### src/rtl/core/pbsb_pkg.sv
// shared types and constants for the box projection block
package pbsb_pkg;

    localparam int FRAC_BITS_DEF = 16;
    localparam int NDC_LIM       = 24;
    localparam int COEF_W        = 32;
    localparam int EXT_W         = 20;
    localparam int SCR_W         = 13;
    localparam int CFG_AW        = 3;
    localparam int ROW_CNT       = 3;
    localparam int COEF_CNT      = 4;
    localparam int OUT_W         = 16;
    localparam int IN_DATA_W     = 232;
    localparam int OUT_DATA_W    = 64;
    localparam int Q_DEPTH       = 2;

    localparam logic KIND_LOAD = 1'b0;
    localparam logic KIND_BOX  = 1'b1;

    localparam logic [1:0] ROW_X    = 2'd0;
    localparam logic [1:0] ROW_Y    = 2'd1;
    localparam logic [1:0] ROW_W    = 2'd2;
    localparam logic [1:0] ROW_NONE = 2'd3;

    localparam logic [CFG_AW-1:0] REG_MIN_X = 3'd0;
    localparam logic [CFG_AW-1:0] REG_MIN_Y = 3'd1;
    localparam logic [CFG_AW-1:0] REG_MIN_Z = 3'd2;
    localparam logic [CFG_AW-1:0] REG_MAX_X = 3'd3;
    localparam logic [CFG_AW-1:0] REG_MAX_Y = 3'd4;
    localparam logic [CFG_AW-1:0] REG_MAX_Z = 3'd5;
    localparam logic [CFG_AW-1:0] REG_SCR_W = 3'd6;
    localparam logic [CFG_AW-1:0] REG_SCR_H = 3'd7;

    localparam logic signed [EXT_W-1:0] RST_MIN_X = -20'sd39977;
    localparam logic signed [EXT_W-1:0] RST_MIN_Y = -20'sd16384;
    localparam logic signed [EXT_W-1:0] RST_MIN_Z = -20'sd85197;
    localparam logic signed [EXT_W-1:0] RST_MAX_X = 20'sd39977;
    localparam logic signed [EXT_W-1:0] RST_MAX_Y = 20'sd16384;
    localparam logic signed [EXT_W-1:0] RST_MAX_Z = 20'sd61604;
    localparam logic [SCR_W-1:0]        RST_SCR_W = 13'd1920;
    localparam logic [SCR_W-1:0]        RST_SCR_H = 13'd1080;

    typedef struct packed {
        logic                                kind;
        logic [1:0]                          row;
        logic [COEF_CNT-1:0][COEF_W-1:0]     word;
    } t_entry;

endpackage

### src/rtl/core/pbsb_queue.sv
// short item queue between front and back
module pbsb_queue import pbsb_pkg::*; (
    input  logic   i_clk,
    input  logic   i_rst_n,
    input  logic   i_push,
    input  t_entry i_entry,
    input  logic   i_pop,
    output logic   o_full,
    output logic   o_valid,
    output t_entry o_entry
);

    localparam int PW = (Q_DEPTH > 1) ? $clog2(Q_DEPTH) : 1;
    localparam int CW = $clog2(Q_DEPTH + 1);

    t_entry          r_mem [Q_DEPTH];
    logic [PW-1:0]   r_wp;
    logic [PW-1:0]   r_rp;
    logic [CW-1:0]   r_cnt;
    logic            do_push;
    logic            do_pop;

    assign o_full  = (r_cnt == CW'(Q_DEPTH));
    assign o_valid = (r_cnt != '0);
    assign o_entry = r_mem[r_rp];
    assign do_push = i_push && !o_full;
    assign do_pop  = i_pop && o_valid;

    always_ff @(posedge i_clk) begin
        if (!i_rst_n) begin
            r_wp  <= '0;
            r_rp  <= '0;
            r_cnt <= '0;
        end else begin
            if (do_push) begin
                r_mem[r_wp] <= i_entry;
                r_wp <= (r_wp == PW'(Q_DEPTH - 1)) ? '0 : r_wp + 1'b1;
            end
            if (do_pop) begin
                r_rp <= (r_rp == PW'(Q_DEPTH - 1)) ? '0 : r_rp + 1'b1;
            end
            if (do_push && !do_pop) begin
                r_cnt <= r_cnt + 1'b1;
            end else if (do_pop && !do_push) begin
                r_cnt <= r_cnt - 1'b1;
            end
        end
    end

endmodule

### config.mk
export PLATFORM = sky130hd
export DESIGN_NAME = pbsb_queue
export DESIGN_NICKNAME = d
export VERILOG_FILES = /design/src/rtl/core/pbsb_pkg.sv /design/src/rtl/core/pbsb_queue.sv
export SDC_FILE = /design/constraint.sdc
export NUM_CORES = 1
export LEC_CHECK = 0
export ABC_AREA = 1
export BUFFER_PORTS_ARGS = -buffer_cell sky130_fd_sc_hd__buf_2
export CAP_MARGIN = 10
export CORE_AREA = 2 2 150 152
export DETAILED_ROUTE_END_ITERATION = 8
export DIE_AREA = 0 0 152 154
export GPL_ROUTABILITY_DRIVEN = 0
export GPL_TIMING_DRIVEN = 0
export HOLD_SLACK_MARGIN = 0.1
export PLACE_DENSITY = 0.74
export SYNTH_ARGS = -nofsm -noshare
export SYNTH_HDL_FRONTEND = slang
export SYNTH_SLANG_ARGS = --single-unit
### constraint.sdc
create_clock -name i_clk -period 11.4 [get_ports i_clk]
set_input_delay 1.71 -clock i_clk [delete_from_list [all_inputs] [get_ports i_clk]]
set_output_delay 1.71 -clock i_clk [all_outputs]
set_load 0.005 [all_outputs]
Word level (Yosys, flattened, before mapping)

Memories as Yosys holds them, arrays and structs flattened. A register that Yosys moved wholly into a read port is not among the register bits.
Index checks and enable logic that the tools add are counted.
W data, S select, Z words.

RAM bits: 262
Output and inout port bits: 133
Flip-flop bits (word level): 4
Memories kept: 1

Reduce and logical (&&, ||, !) cells: 9
Mux-type cells: 9
$add $sub $neg: 4
Equal/unequal tests: 1

Memory list:

| memory | words | width | read ports | clocked after memory_dff | write ports | line             | RTL |
|---|---|---|---|---|---|---|---|
| r_mem  | 2     | 131   | 1          | 1                        | 1           | pbsb_queue.sv:16 | `t_entry r_mem [Q_DEPTH];` |

Operators with widths:

| kind                  | count |
|---|---|
| $mux W1               | 7 |
| $logic_and A1 B1 Y1   | 4 |
| $mux W2               | 2 |
| $reduce_bool A2 Y1    | 2 |
| $logic_not A1 Y1      | 3 |
| $add A1 B1 Y1 const B | 2 |
| $add A2 B1 Y2 const B | 1 |
| $eq A2 B2 Y1 const B  | 1 |
| $sub A2 B1 Y2 const B | 1 |

Logic depth before layout (Yosys ltp)

Depth after elaboration: 7
Depth in mapped cells: 10
Depth with buffers taken out: 10

Worst setup path before layout

OpenSTA, ideal clock, no wires.

Path kind: input port to flip-flop
Start: input i_push
End: memory r_mem[1][0] (netlist name), enable pin
Cell stages on the path: 2
Arrival time: 10.648 ns
Library setup time: 0.782 ns
Required time: 10.618 ns
Path slack: -0.029 ns
Buffers on the path: 0
Cell sequence: o21ai_0 nor3_1

Word-level cells in the longest chain between the ends: 4

RTL lines:

| what                          | line             | RTL |
|---|---|---|
| start: declaration            | pbsb_queue.sv:5  | `input logic i_push,` |
| $logic_and A1 B1 Y1           | pbsb_queue.sv:26 | `assign do_push = i_push && !o_full;` |
| $mux W1                       | pbsb_queue.sv:35 | `if (do_push) begin` |
| $mux W1                       | pbsb_queue.sv:30 | `if (!i_rst_n) begin` |
| $mux W1 (implied by the code) | pbsb_queue.sv:36 | `r_mem[r_wp] <= i_entry;` |
| end: declaration              | pbsb_queue.sv:16 |  |

No other way between the ends.

==> impl_metrics.py <==
metrics = {
    "final_layout": {
        "area_growth_pct": 27.4,
        "stdcell_area_mm2": 0.0128,
        "n_fill_cell": 1584,
        "n_antenna_cell": 0,
        "finalCoreUtilization": 0.592,
        "drive_above_1_share": 0.599,
        "nets": 891,
        "fin_cells": 1050,
    },
    "clock_network": {
        "htreeDepth": 1,
        "post_cts_buffers": 0,
        "cts_buffers": 27,
        "cts_buffer_depth": 3,
        "cts.repair.resized": 0,
        "clkTransAtPathRegs_ns": 0.06,
        "clock-sinks": 267,
        "hold_buffers": 0,
        "cts_root_buf": "clkbuf_16",
        "cts_tree": "built",
        "worstSkewPairLatency_ns": 0.52,
    },
    "yosys": {
        "synth_seq_area_share": 0.791,
        "synth_seq_cells": 267,
        "syn-instance-count": 447,
        "synth_cell_types": 17,
        "postSynthAreaPerCell_um2": 22.5,
        "netlist_area_mm2": 0.0101,
        "yosysWarningCount": 0,
        "synth_fp_nets": 583,
    },
    "route": {
        "drcViolationCount": 0,
        "wire_per_inst_um": 18.0,
        "antenna_left": 0,
        "drt_pre_antenna_iters": 5,
        "drtIter0Drc": 253,
        "routed_wl_um": 18900,
        "viasPerCell": 4.88,
        "vias": 5122,
    },
    "setup_path": {
        "r2r_end": "r_mem[1][75]",
        "path_class": "reg2out",
        "worstReg2RegStart": "r_cnt[0]",
        "path_max_fanout": 10,
        "critPathCaptureType": "output port",
        "reg2reg_slack_ns": 9.01,
        "crit_required_ns": 9.69,
        "reg2regPathDepth": 6,
        "crit_path_end": "o_entry[26]",
        "crit_arrival_ns": 1.80,
        "crit_path_start_kind": "register",
    },
    "floorplanning": {
        "pin_count": 268,
        "initial_core_util": 0.465,
        "die-area_mm2": 0.0234,
        "fp.dieW_um": 152,
        "std_cell_rows": 54,
        "dieHeight_um": 154,
        "core_area_mm2": 0.0217,
    },
    "run": {
        "drv_cap": 0,
    },
    "timing": {
        "period_needed_ns": 3.51,
        "clock_skew_ns": 0.0105,
        "worst_slew_pin_slew_ns": 0.740,
        "finalSetupViolations": 0,
        "max_freq_ghz": 0.285,
        "tns_ns": 0,
        "slew_headroom": 0.505,
        "rsz0062_at_grt": "false",
        "holdWs_ns": 0.491,
        "hold_viol_final": 0,
        "drv_slew": 0,
        "period_share": 0.308,
    },
    "grt": {
        "grt_pass1_wl_um": 28600,
        "grt_pass1_vias": 5364,
        "antenna_found_initial": 0,
        "grt.overflow.total": 0,
        "grt_max_degree": 28,
        "grtUsageTotal": 0.153,
    },
    "hold_path": {
        "min_path_type": "reg2reg",
    },
    "place": {
        "hpwl_um": 13500,
        "dp.cells": 1006,
        "portBuffers": 267,
        "dpl_cell_area_mm2": 0.0121,
    },
    "power": {
        "power.density_mw_per_mm2": 195,
        "p_leak_nw": 4.98,
        "ir_drop_v": 0.000132,
    },
    "outcome": {
        "status": "finished clean",
    },
}
## sequential cells by signal, indices dropped and copies added (netlist names), named ones only
name,flops
r_wp,1
r_rp,1
r_mem,262
r_cnt,2
## through the flow
step	power [mW]	worst slack (ns)
after detailed placement	1.76	7.62
after floorplan	1.55	3.39
after global routing	2.61	7.80
after global placement	1.73	0.840
final	2.50	7.89
after CTS	2.53	7.83
## worst max-delay path: stages (launching register included)
cell and delay (ns):
dfxtp_1 0.32, buf_6 0.12, buf_8 0.18, buf_6 0.20, mux2_4 0.33, buf_2 0.13
## how the worst min path moves through the flow
stage | from | endpoint | slack, ns | depth (start not counted)
CTS | r_wp | r_wp | 0.50 | 2
global route | r_wp | r_wp | 0.55 | 2
detailed placement | r_wp | r_wp | 0.50 | 2
global placement | r_wp | r_wp | 0.45 | 2
floorplan | r_wp | r_wp | 0.45 | 2
finish | r_wp | r_wp | 0.49 | 2
## layout by cell type, fill, tap and decap left out, types with 3 or more instances in the layout
cell type  synthesis  layout
buf_16             0       8
nor2_1             7       6
edfxtp_1         262     262
clkbuf_16          0      27
clkinv_2           0       4
dfxtp_1            5       5
buf_2              4     271
mux2_4            90      90
inv_1              9       9
nand2_1            9       9
buf_8              1       3
buf_6             10      10
mux2_2            41      41
clkbuf_1           0      10
## final cells by class
type	count	area, um2	area share
clock inverters	5	28.8	0.00224
well taps	280	350	0.0273
flip-flops and latches	267	7970	0.620
plain buffers	15	148	0.0115
clock buffers	39	741	0.0577
repair buffers	279	1630	0.127
inverters	9	33.8	0.00263
multi-input cells	156	1950	0.152
## Yosys cell counts
library cell | instances | share of area
edfxtp_1 | 262 | 0.78
mux2_4 | 90 | 0.13
mux2_2 | 41 | 0.046
buf_6 | 10 | 0.011
inv_1 | 9 | 0.0034
nand2_1 | 9 | 0.0034
nor2_1 | 7 | 0.0026
dfxtp_1 | 5 | 0.0099
buf_2 | 4 | 0.0020
a21oi_1 | 2 | 0.00099
o21ai_0 | 2 | 0.00099
buf_8 | 1 | 0.0015
ha_1 | 1 | 0.0012
nand3_1 | 1 | 0.00050
nand4_1 | 1 | 0.00062
nor3_1 | 1 | 0.00050
o21a_1 | 1 | 0.00075
## where the power goes
group          total, mW  switching (mW)  internal (mW)
clock              0.775           0.329          0.446
combinational      0.539           0.242          0.297
sequential          1.19          0.0202           1.17
total               2.50           0.592           1.91
## per-layer routing
metal	global-route usage	vias to the layer above	routed length [um]	part of all wire
met5	0	-	0	0
met4	0.0418	0	337	0.018
met3	0.0499	31	1660	0.088
met2	0.265	230	9340	0.50
met1	0.186	2496	7520	0.40
li1	-	2365	-	-
## kinds of logic after synthesis
family | Yosys count | synth area share
simple gates | 19 | 0.00757
compound gates | 5 | 0.00273
mux | 131 | 0.180
flops | 267 | 0.791
fa+ha+maj | 1 | 0.00124
buf+inv | 24 | 0.0180
Note: power is estimated with default switching activity, not from simulation.
