--- config.mk ---
export PLATFORM = sky130hd
export DESIGN_NAME = pbsb_front
export DESIGN_NICKNAME = d
export VERILOG_FILES = /design/src/rtl/core/pbsb_pkg.sv /design/src/rtl/core/pbsb_front.sv
export SDC_FILE = /design/constraint.sdc
export NUM_CORES = 1
export LEC_CHECK = 0
export BUFFER_PORTS_ARGS = -buffer_cell sky130_fd_sc_hd__buf_2
export CELL_PAD_IN_SITES_DETAIL_PLACEMENT = 1
export CELL_PAD_IN_SITES_GLOBAL_PLACEMENT = 2
export CORE_AREA = 3 3 140 142
export DETAILED_ROUTE_END_ITERATION = 10
export DIE_AREA = 0 0 143 145
export PLACE_DENSITY = 0.89
export SYNTH_ARGS = -nofsm -noshare
export SYNTH_HDL_FRONTEND = slang
export SYNTH_SLANG_ARGS = --single-unit
--- constraint.sdc ---
create_clock -name vclk -period 1.14
set_clock_uncertainty 0.2 [all_clocks]
set_input_delay 0.114 -clock vclk [all_inputs]
set_output_delay 0.114 -clock vclk [all_outputs]
set_load 0.01 [all_outputs]
--- src/rtl/core/pbsb_pkg.sv ---
// shared types and constants for the box projection block
package pbsb_pkg;

    localparam int FRAC_BITS_DEF = 16;
    localparam int NDC_LIM       = 24;
    localparam int COEF_W        = 32;
    localparam int EXT_W         = 20;
    localparam int SCR_W         = 13;
    localparam int CFG_AW        = 3;
    localparam int ROW_CNT       = 3;
    localparam int COEF_CNT      = 4;
    localparam int OUT_W         = 16;
    localparam int IN_DATA_W     = 232;
    localparam int OUT_DATA_W    = 64;
    localparam int Q_DEPTH       = 2;

    localparam logic KIND_LOAD = 1'b0;
    localparam logic KIND_BOX  = 1'b1;

    localparam logic [1:0] ROW_X    = 2'd0;
    localparam logic [1:0] ROW_Y    = 2'd1;
    localparam logic [1:0] ROW_W    = 2'd2;
    localparam logic [1:0] ROW_NONE = 2'd3;

    localparam logic [CFG_AW-1:0] REG_MIN_X = 3'd0;
    localparam logic [CFG_AW-1:0] REG_MIN_Y = 3'd1;
    localparam logic [CFG_AW-1:0] REG_MIN_Z = 3'd2;
    localparam logic [CFG_AW-1:0] REG_MAX_X = 3'd3;
    localparam logic [CFG_AW-1:0] REG_MAX_Y = 3'd4;
    localparam logic [CFG_AW-1:0] REG_MAX_Z = 3'd5;
    localparam logic [CFG_AW-1:0] REG_SCR_W = 3'd6;
    localparam logic [CFG_AW-1:0] REG_SCR_H = 3'd7;

    localparam logic signed [EXT_W-1:0] RST_MIN_X = -20'sd39977;
    localparam logic signed [EXT_W-1:0] RST_MIN_Y = -20'sd16384;
    localparam logic signed [EXT_W-1:0] RST_MIN_Z = -20'sd85197;
    localparam logic signed [EXT_W-1:0] RST_MAX_X = 20'sd39977;
    localparam logic signed [EXT_W-1:0] RST_MAX_Y = 20'sd16384;
    localparam logic signed [EXT_W-1:0] RST_MAX_Z = 20'sd61604;
    localparam logic [SCR_W-1:0]        RST_SCR_W = 13'd1920;
    localparam logic [SCR_W-1:0]        RST_SCR_H = 13'd1080;

    typedef struct packed {
        logic                                kind;
        logic [1:0]                          row;
        logic [COEF_CNT-1:0][COEF_W-1:0]     word;
    } t_entry;

endpackage

--- src/rtl/core/pbsb_front.sv ---
// input side: accepts items, drops dead loads, packs queue entries
module pbsb_front import pbsb_pkg::*; (
    input  logic                 i_s_tvalid,
    input  logic [IN_DATA_W-1:0] i_s_tdata,
    input  logic                 i_s_tuser,
    input  logic                 i_q_full,
    output logic                 o_s_tready,
    output logic                 o_push,
    output t_entry               o_entry
);

    logic [1:0]        row;
    logic              drop;

    assign row        = i_s_tdata[1:0];
    assign drop       = (i_s_tuser == KIND_LOAD) && (row == ROW_NONE);
    assign o_s_tready = !i_q_full;
    assign o_push     = i_s_tvalid && !i_q_full && !drop;

    always_comb begin
        o_entry.kind = i_s_tuser;
        o_entry.row  = row;
        if (i_s_tuser == KIND_BOX) begin
            o_entry.word[0] = i_s_tdata[161:130];
            o_entry.word[1] = i_s_tdata[193:162];
            o_entry.word[2] = i_s_tdata[225:194];
            o_entry.word[3] = '0;
        end else begin
            o_entry.word[0] = i_s_tdata[33:2];
            o_entry.word[1] = i_s_tdata[65:34];
            o_entry.word[2] = i_s_tdata[97:66];
            o_entry.word[3] = i_s_tdata[129:98];
        end
    end

endmodule

* Word-level counts from Yosys, hierarchy flattened
Cells that the tools add are included.
Storage, ports and cells: flip-flop bits (word level) 0, input bits 235, output and inout port bits 133, logic and storage cells 8
Operators by class: equal/unequal tests 1, mux-type cells 1, bitwise logic cells 1, reduce and logical (&&, ||, !) cells 5
Operator list (number):
- 128-bit two-way mux | 1
- 1-bit logical AND | 3
- 2-bit == test (second input constant) | 1
- 1-bit logical NOT | 2
- 1-bit NOT | 1

* Logic depth before layout (Yosys ltp)
Gate-level depths: netlist of the first run.
depth in word-level cells 4, gate-level depth with buffers 3, gate-level depth less buffers 2

* Worst setup path after synthesis of the first run
OpenSTA, ideal clock, no wires.
path kind in2out, start point input i_s_tuser, end point output o_entry[19] (netlist bit), arrival time 0.738 ns, data required time 0.826 ns, path slack 0.088 ns, stages 3, path buffers 2, path through buf_6 -> buf_6 -> mux2_2
RTL lines:
- start, declared | RTL line pbsb_front.sv:5 | input logic i_s_tuser,
- end, declared | RTL line pbsb_front.sv:9 | output t_entry o_entry

==> results of run 1 <==
==> metrics by stage <==
stage	std cells	setup TNS, ns	power [mW]
5_1_grt	757	-4.07	2.44
4_1_cts	749	-5.96	2.02
6_report	757	-2.51	2.30
3_3_place_gp	734	-22.58	1.41
2_1_floorplan	148	0	0.649
3_5_place_dp	734	-23.24	1.42
==> synth_stat cells, drive strengths merged <==
library cell  instances
mux2                 96
nor2b                32
buf                  17
inv                   1
nand2                 1
o211a                 1
==> cells by family (layout without fill, tap and decap cells) <==
kind of cell / after synthesis / after routing / synth area share [%]
mux: 96 / 96 / 74.7
simple gates: 33 / 33 / 14.1
buf+inv: 18 / 393 / 10.5
compound gates: 1 / 1 / 0.691
==> what timing repair did <==
item	4_1_cts	5_1_grt
hold buffers	0	0
setup buffers	5	0
gates resized for setup	163	88
cloned	10	8
hold endpoints to repair	0	0
pin swaps	0	0
setup endpoints to repair	117	114
==> critical path: stages <==
cell and delay, ns:
clkbuf_16 0.16, clkbuf_16 0.18, mux2_4 0.31, buf_6 0.12
==> final cells by class <==
class | instances | area (sq um) | share of cell area (%)
inverters | 1 | 3.75 | 0.0736
multi-input cells | 130 | 1710 | 33.5
well taps | 234 | 293 | 5.74
repair buffers | 392 | 3100 | 60.7
==> worst max-delay path by stage <==
stage          slack, ns          end  depth (start not counted)
6_report           -0.06  o_entry[71]                          4
5_1_grt            -0.08  o_entry[66]                          4
4_1_cts             -0.1  o_entry[73]                          4
3_5_place_dp       -0.28  o_entry[54]                          4
3_3_place_gp       -0.28  o_entry[65]                          4
2_1_floorplan       0.09  o_entry[19]                          3
==> power groups by stage <==
stage               clock [mW]  sequential [mW]  combinational [mW]
finish                       0                0                2.30
global route                 0                0                2.44
CTS                          0                0                2.02
detailed placement           0                0                1.42
global placement             0                0                1.41
floorplan                    0                0               0.649
==> layer usage <==
metal	wire length, um	up-vias
li1	-	1288
met1	5930	1304
met2	7370	214
met3	1370	2
met4	0	2
met5	13	-
==> flow_summary_export.csv, run 1 <==
group,metric,value,unit
sta,min_period,1.20,ns
power_and_ir_drop,combPwrFrac,100.0,%
final_layout,final_util,27.5,%
drt,drc,0,
grt,grt_start_max_net_pins,15,
drt,dr.pass1.iters,4,
floorplanning,io_pins,368,
power_and_ir_drop,switching_share,36.4,%
sta,rsz0062_at_grt,"true",
grt,track_usage,11.5,%
hold_path,min_to,"o_entry[129]",
yosys,syn_area_per_cell,9.78,sq um
final_layout,register_area,0,sq um
sta,final_max_slew_viol_count,0,
yosys,ys_types,8,
setup_path,cp-start-kind,"input pin",
drt,ant_nets,0,
grt,use_met3,2.08,%
final_layout,seq_cells,0,
floorplanning,start_util,7.79,%
yosys,ys_warn_count,0,
sta,period_share,105,%
final_layout,stdcell_area,5100,sq um
grt,grt_use_met1,14.0,%
sta,slew_headroom,90.8,%
floorplanning,rows,50,
yosys,yosysTopAreaCell,"mux2_2",
placed_design,port_buffers,362,
setup_path,startpoint,"i_s_tuser",
grt,grt_pass1_wl,18.5,mm
yosys,synth_fp_nets,383,
placed_design,place_congestion,0.736,
final_layout,n_antenna_cell,0,
final_layout,final_nets,760,
final_layout,nFillCells,2192,
floorplanning,die_x,143,um
run_status,status,"finished, violations left",
floorplanning,fp.coreArea,18600,sq um
power_and_ir_drop,switchingPower,0.837,mW
drt,drt_wl_total,14.7,mm
setup_path,cp_max_fo,7,
hold_path,hold_path_class,"in2out",
yosys,synth_top_area_share,74.7,%
sta,tightest_slew,0.138,ns
yosys,syn_inst,148,
hold_path,min_path_cells,2,
placed_design,place_hpwl,9.87,mm
drt,vias_per_cell,3.71,
flow_run,cap_violations,0,
power_and_ir_drop,max-vdd-ir-drop,174,uV
yosys,syn-cell-area,1450,sq um
sta,hold_viol_final,0,
grt,use_met2,21.9,%
floorplanning,dieArea,20700,sq um
placed_design,place_ws,-0.276,ns
yosys,synth.area.top_cells,"mux2_2, nor2b_1, buf_6",
power_and_ir_drop,p_int,1.46,mW
sta,fin_hold_ws,0.231,ns
final_layout,areaGrowthSynthToFinish,252,%
sta,max_freq,835,MHz
power_and_ir_drop,power_frac_seq,0,%
grt,antenna_found_initial,1,
yosys,ys_seq_area_share,0,%
setup_path,crit_type,"in2out",
grt,grt-busiest-layer,"met2",
placed_design,place_area,3500,sq um
drt,drt-wirelength-per-cell,19.4,um
power_and_ir_drop,leakagePower,2.89,nW
run_status,failed_checks,"setup timing",
floorplanning,die_y,145,um
setup_path,worst_setup_path_end_kind,"output port",
hold_path,hp-start,"i_s_tdata[1]",
power_and_ir_drop,powerDensity,450,nW/um^2
final_layout,layout_commonest_cell,"buf_2",
drt,first_iter_violations,38,
drt,num_vias,2810,
setup_path,required,0.83,ns
setup_path,critPathArrivalTime,0.88,ns
final_layout,nClkBuffers,0,
sta,layout_setup_ws,-0.0580,ns
final_layout,final_cell_mix,"buf_2, buf_6, mux2_4",
final_layout,drive_above_1_share,95.4,%
power_and_ir_drop,clockPowerShare,0,%
grt,grt_pass1_vias,3130,
grt,grt_overflow,0,
sta,setup_violations,93,
Power figures use the tool's default switching activity.
==> inputs of run 2 (changes only) <==
==> config.mk (replaced) <==
export PLATFORM = sky130hd
export DESIGN_NAME = pbsb_front
export DESIGN_NICKNAME = d
export VERILOG_FILES = /design/src/rtl/core/pbsb_pkg.sv /design/src/rtl/core/pbsb_front.sv
export SDC_FILE = /design/constraint.sdc
export NUM_CORES = 1
export LEC_CHECK = 0
export BUFFER_PORTS_ARGS = -buffer_cell sky130_fd_sc_hd__buf_2
export CELL_PAD_IN_SITES_DETAIL_PLACEMENT = 0
export CELL_PAD_IN_SITES_GLOBAL_PLACEMENT = 1
export CORE_AREA = 3 3 144 146
export DETAILED_ROUTE_END_ITERATION = 10
export DIE_AREA = 0 0 147 149
export PLACE_DENSITY = 0.64
export SYNTH_ARGS = -nofsm -noshare
export SYNTH_HDL_FRONTEND = slang
export SYNTH_SLANG_ARGS = --single-unit
==> run 2 against run 1 <==
Effect of this change: the run still ends with setup timing left; clock-buffer cell count unchanged; sequential share of layout area unchanged; maximum frequency down 0.28%; via count down 2.4%; largest cell class unchanged.
==> flow_summary_export.csv, run 2 (synthesis gave the netlist of run 1 again) <==
group,metric,value,unit
floorplanning,die_y,149,um
clock_tree,postCtsHoldBufs,0,
run_status,status,"finished, violations left",
drt,drc,0,
floorplanning,start_util,7.41,%
setup_path,critPathMaxStageDelay,0.34,ns
sta,slew_headroom,89.8,%
setup_path,crit_path_top_delay_cell,"mux2_2",
placed_design,place_area,3520,sq um
sta,hold_viol_final,0,
setup_path,path_cells,"buf_16, clkbuf_16, mux2_2, buf_6",
setup_path,crit_type,"in2out",
floorplanning,rows,51,
final_layout,areaGrowthSynthToFinish,253,%
final_layout,layout_commonest_cell,"buf_2",
sta,rsz0062_at_grt,"true",
hold_path,min_path_cells,2,
grt,grt_pass1_vias,2879,
placed_design,place_hpwl,9.95,mm
drt,drt-wirelength-per-cell,18.3,um
setup_path,required,0.83,ns
final_layout,final_nets,758,
drt,dr.pass1.iters,4,
final_layout,drive_above_1_share,94.8,%
sta,tightest_slew,0.152,ns
power_and_ir_drop,max-vdd-ir-drop,128,uV
final_layout,final_cell_mix,"buf_2, buf_6, mux2_4",
floorplanning,dieArea,21900,sq um
placed_design,place_ws,-0.245,ns
final_layout,nClkBuffers,0,
final_layout,n_antenna_cell,0,
setup_path,cp_num_buf_inv,3,
setup_path,cp-start-kind,"input pin",
floorplanning,die_x,147,um
sta,period_share,105,%
grt,grt_overflow,0,
drt,first_iter_violations,86,
drt,vias_per_cell,3.49,
final_layout,nFillCells,2121,
grt,antenna_found_initial,1,
grt,grt_pass1_wl,17.4,mm
final_layout,stdcell_area,5110,sq um
sta,min_period,1.20,ns
final_layout,seq_cells,0,
grt,track_usage,10.2,%
floorplanning,fp.coreArea,19500,sq um
hold_path,hold_path_class,"in2out",
floorplanning,io_pins,368,
drt,num_vias,2743,
placed_design,port_buffers,362,
drt,ant_nets,0,
power_and_ir_drop,leakagePower,2.87,nW
drt,drt_wl_total,14.4,mm
setup_path,critPathArrivalTime,0.89,ns
sta,layout_setup_ws,-0.0613,ns
setup_path,path_delay_family,"buffers and inverters",
power_and_ir_drop,powerDensity,449,nW/um^2
final_layout,register_area,0,sq um
sta,max_freq,832,MHz
sta,setup_violations,96,
grt,grt_start_max_net_pins,22,
setup_path,cp_max_fo,7,
setup_path,worst_setup_path_end_kind,"output port",
power_and_ir_drop,totalPowerFinal,2.29,mW
setup_path,path_depth,4,
run_status,failed_checks,"setup timing",
flow_run,cap_violations,0,
sta,final_max_slew_viol_count,0,
placed_design,place_congestion,0.796,
## run 2: power by group
part / switching (mW) / internal, mW / total, mW
Clock: 0 / 0 / 0
Sequential: 0 / 0 / 0
Combinational: 0.846 / 1.45 / 2.29
## run 2: through the flow
step	instances	utilization, %	setup TNS, ns	hold slack, ns
after global placement	765	18.0	-19.03	0.230
after floorplan	148	-	0	0.0791
final	786	26.2	-2.92	0.228
after CTS	773	21.9	-4.79	0.229
after detailed placement	765	18.0	-19.13	0.230
after global routing	786	26.2	-4.51	0.235
## run 2: metal layers
layer  track usage [%]  vias to the layer above  share of wire [%]
met5                 0                        -              0.084
met4             0.186                        2               0.15
met3              1.98                        4                8.0
met2              19.4                      197                 52
met1              12.5                     1254                 40
li1                  -                     1286                  -
## run 2: what timing repair did
item	CTS	global route
gates cloned	6	13
setup buffers	2	0
gates resized for setup	122	124
endpoints found under the setup margin	115	109
pin swaps	0	1
## run 2: final timing paths
path,from,to
worst max-delay path,i_s_tuser,o_entry[43]
worst min-delay path,i_s_tdata[1],o_entry[129]
## run 2: layout make-up
class	instances	area [sq um]	area share, %
multi-input cells	130	1690	33.1
repair buffers	390	3080	60.4
inverters	1	3.75	0.0735
well taps	265	332	6.49
==> inputs of run 3 (changes only) <==
--- a/config.mk
+++ b/config.mk
@@ -8,9 +8,9 @@
 export BUFFER_PORTS_ARGS = -buffer_cell sky130_fd_sc_hd__buf_2
 export CELL_PAD_IN_SITES_DETAIL_PLACEMENT = 0
 export CELL_PAD_IN_SITES_GLOBAL_PLACEMENT = 1
-export CORE_AREA = 3 3 144 146
+export CORE_AREA = 2 2 143 145
 export DETAILED_ROUTE_END_ITERATION = 10
-export DIE_AREA = 0 0 147 149
+export DIE_AREA = 0 0 145 147
 export PLACE_DENSITY = 0.64
 export SYNTH_ARGS = -nofsm -noshare
 export SYNTH_HDL_FRONTEND = slang
==> run 3 against run 2 <==
Effect of this change: combinational power about the same; sequential share of layout area unchanged; critical path type unchanged; routed wire length about the same; worst setup slack worse by 0.0042 ns; clock-buffer cell count unchanged; flip-flop and latch count unchanged; hold slack better by 0.022 ns; largest cell class unchanged; final cell count up 0.51%; critical endpoint is now o_entry[85]; the flow still finishes with violations (setup timing); global-route usage up 0.90 points.
==> flow_summary_export.csv, run 3 (synthesis gave the netlist of run 1 again) <==
group,metric,value,unit
floorplanning,fp.coreArea,19800,sq um
setup_path,startpoint,"i_s_tuser",
placed_design,place_hpwl,9.62,mm
final_layout,seq_cells,0,
drt,ant_nets,0,
power_and_ir_drop,leakagePower,2.85,nW
floorplanning,dieArea,21300,sq um
final_layout,final_nets,757,
drt,drc,0,
floorplanning,start_util,7.30,%
final_layout,layout_commonest_cell,"buf_2",
placed_design,place_area,3520,sq um
sta,period_share,106,%
final_layout,final_cell_mix,"buf_2, buf_6, mux2_4",
grt,track_usage,11.1,%
power_and_ir_drop,totalPowerFinal,2.27,mW
setup_path,cp_max_fo,6,
sta,layout_setup_ws,-0.0656,ns
sta,setup_tns,-1.98,ns
sta,setup_violations,81,
sta,hold_viol_final,0,
grt,grt_pass1_wl,17.7,mm
hold_path,hold_path_class,"in2out",
clock_tree,postCtsHoldBufs,0,
power_and_ir_drop,max-vdd-ir-drop,195,uV
drt,first_iter_violations,40,
sta,rsz0062_at_grt,"true",
power_and_ir_drop,powerDensity,446,nW/um^2
floorplanning,io_pins,368,
sta,max_freq,829,MHz
setup_path,cp-start-kind,"input pin",
drt,dr.pass1.iters,4,
hold_path,min_path_cells,2,
sta,tightest_slew,0.189,ns
flow_run,cap_violations,0,
run_status,failed_checks,"setup timing",
placed_design,place_congestion,0.823,
drt,vias_per_cell,3.53,
final_layout,final_util,25.6,%
final_layout,stdcell_area,5080,sq um
hold_path,hp-start,"i_s_tdata[0]",
sta,min_period,1.21,ns
drt,drt_wl_total,14.3,mm
setup_path,crit_type,"in2out",
floorplanning,die_y,147,um
sta,slew_headroom,87.3,%
final_layout,drive_above_1_share,94.8,%
setup_path,required,0.83,ns
final_layout,nClkBuffers,0,
drt,num_vias,2791,
final_layout,register_area,0,sq um
placed_design,port_buffers,362,
placed_design,placed_cells_incl_taps,769,
grt,grt_overflow,0,
grt,grt_pass1_vias,2827,
setup_path,worst_setup_path_end_kind,"output port",
floorplanning,rows,52,
sta,final_max_slew_viol_count,0,
floorplanning,die_x,145,um
final_layout,areaGrowthSynthToFinish,251,%
grt,antenna_found_initial,3,
drt,drt-wirelength-per-cell,18.2,um
final_layout,finalNonFillerCells,790,
run_status,status,"finished, violations left",
setup_path,critPathArrivalTime,0.89,ns
grt,grt_start_max_net_pins,25,
final_layout,n_antenna_cell,0,
run 3: changes by cell type in the layout (fill, tap and decap cells not counted), sizes merged:
| cell | before | now |
|---|---|---|
| clkbuf | 12 | 7 |
| buf | 378 | 382 |
run 3: report_power, final:
part	total [mW]	leakage, nW	internal (mW)	switching [mW]
logic	2.27	2.85	1.44	0.824
registers	0	0	0	0
clock network	0	0	0	0
total	2.27	2.85	1.44	0.824
run 3: layout make-up:
cell class	instances	area (sq um)
well taps	270	338
repair buffers	389	3060
inverters	1	3.75
fillers	2064	14800
multi-input cells	130	1680
run 3: metal layers:
| layer | track usage, % | wire length (um) | share of wire [%] | vias to the layer above |
|---|---|---|---|---|
| met1 | 12.2 | 5520 | 38 | 1259 |
| met4 | 2.97 | 371 | 2.6 | 0 |
| met2 | 21.8 | 7450 | 52 | 228 |
| met5 | 0 | 0 | 0 | - |
| li1 | - | - | - | 1284 |
| met3 | 1.65 | 1010 | 7.0 | 20 |
run 3: per-stage QoR:
stage | setup slack [ns] | hold slack, ns
floorplan | 0.0884 | 0.0791
global placement | -0.273 | 0.243
detailed placement | -0.270 | 0.241
CTS | -0.130 | 0.241
global route | -0.0761 | 0.253
finish | -0.0656 | 0.250
run 3: final timing paths:
check | slack [ns] | endpoint
setup / recovery | -0.07 | o_entry[85]
hold / removal | 0.25 | o_entry[128]
run 3: what timing repair did:
| item | CTS | global route |
|---|---|---|
| gates cloned | 10 | 8 |
| resized for setup | 132 | 104 |
| endpoints found under the setup margin | 108 | 117 |
| pin swaps | 0 | 0 |
| buffers inserted | 0 | 3 |
run 3: critical path, stage by stage:
cell and delay (ns):
clkbuf_16 0.16, clkbuf_16 0.17, mux2_4 0.32, buf_6 0.12
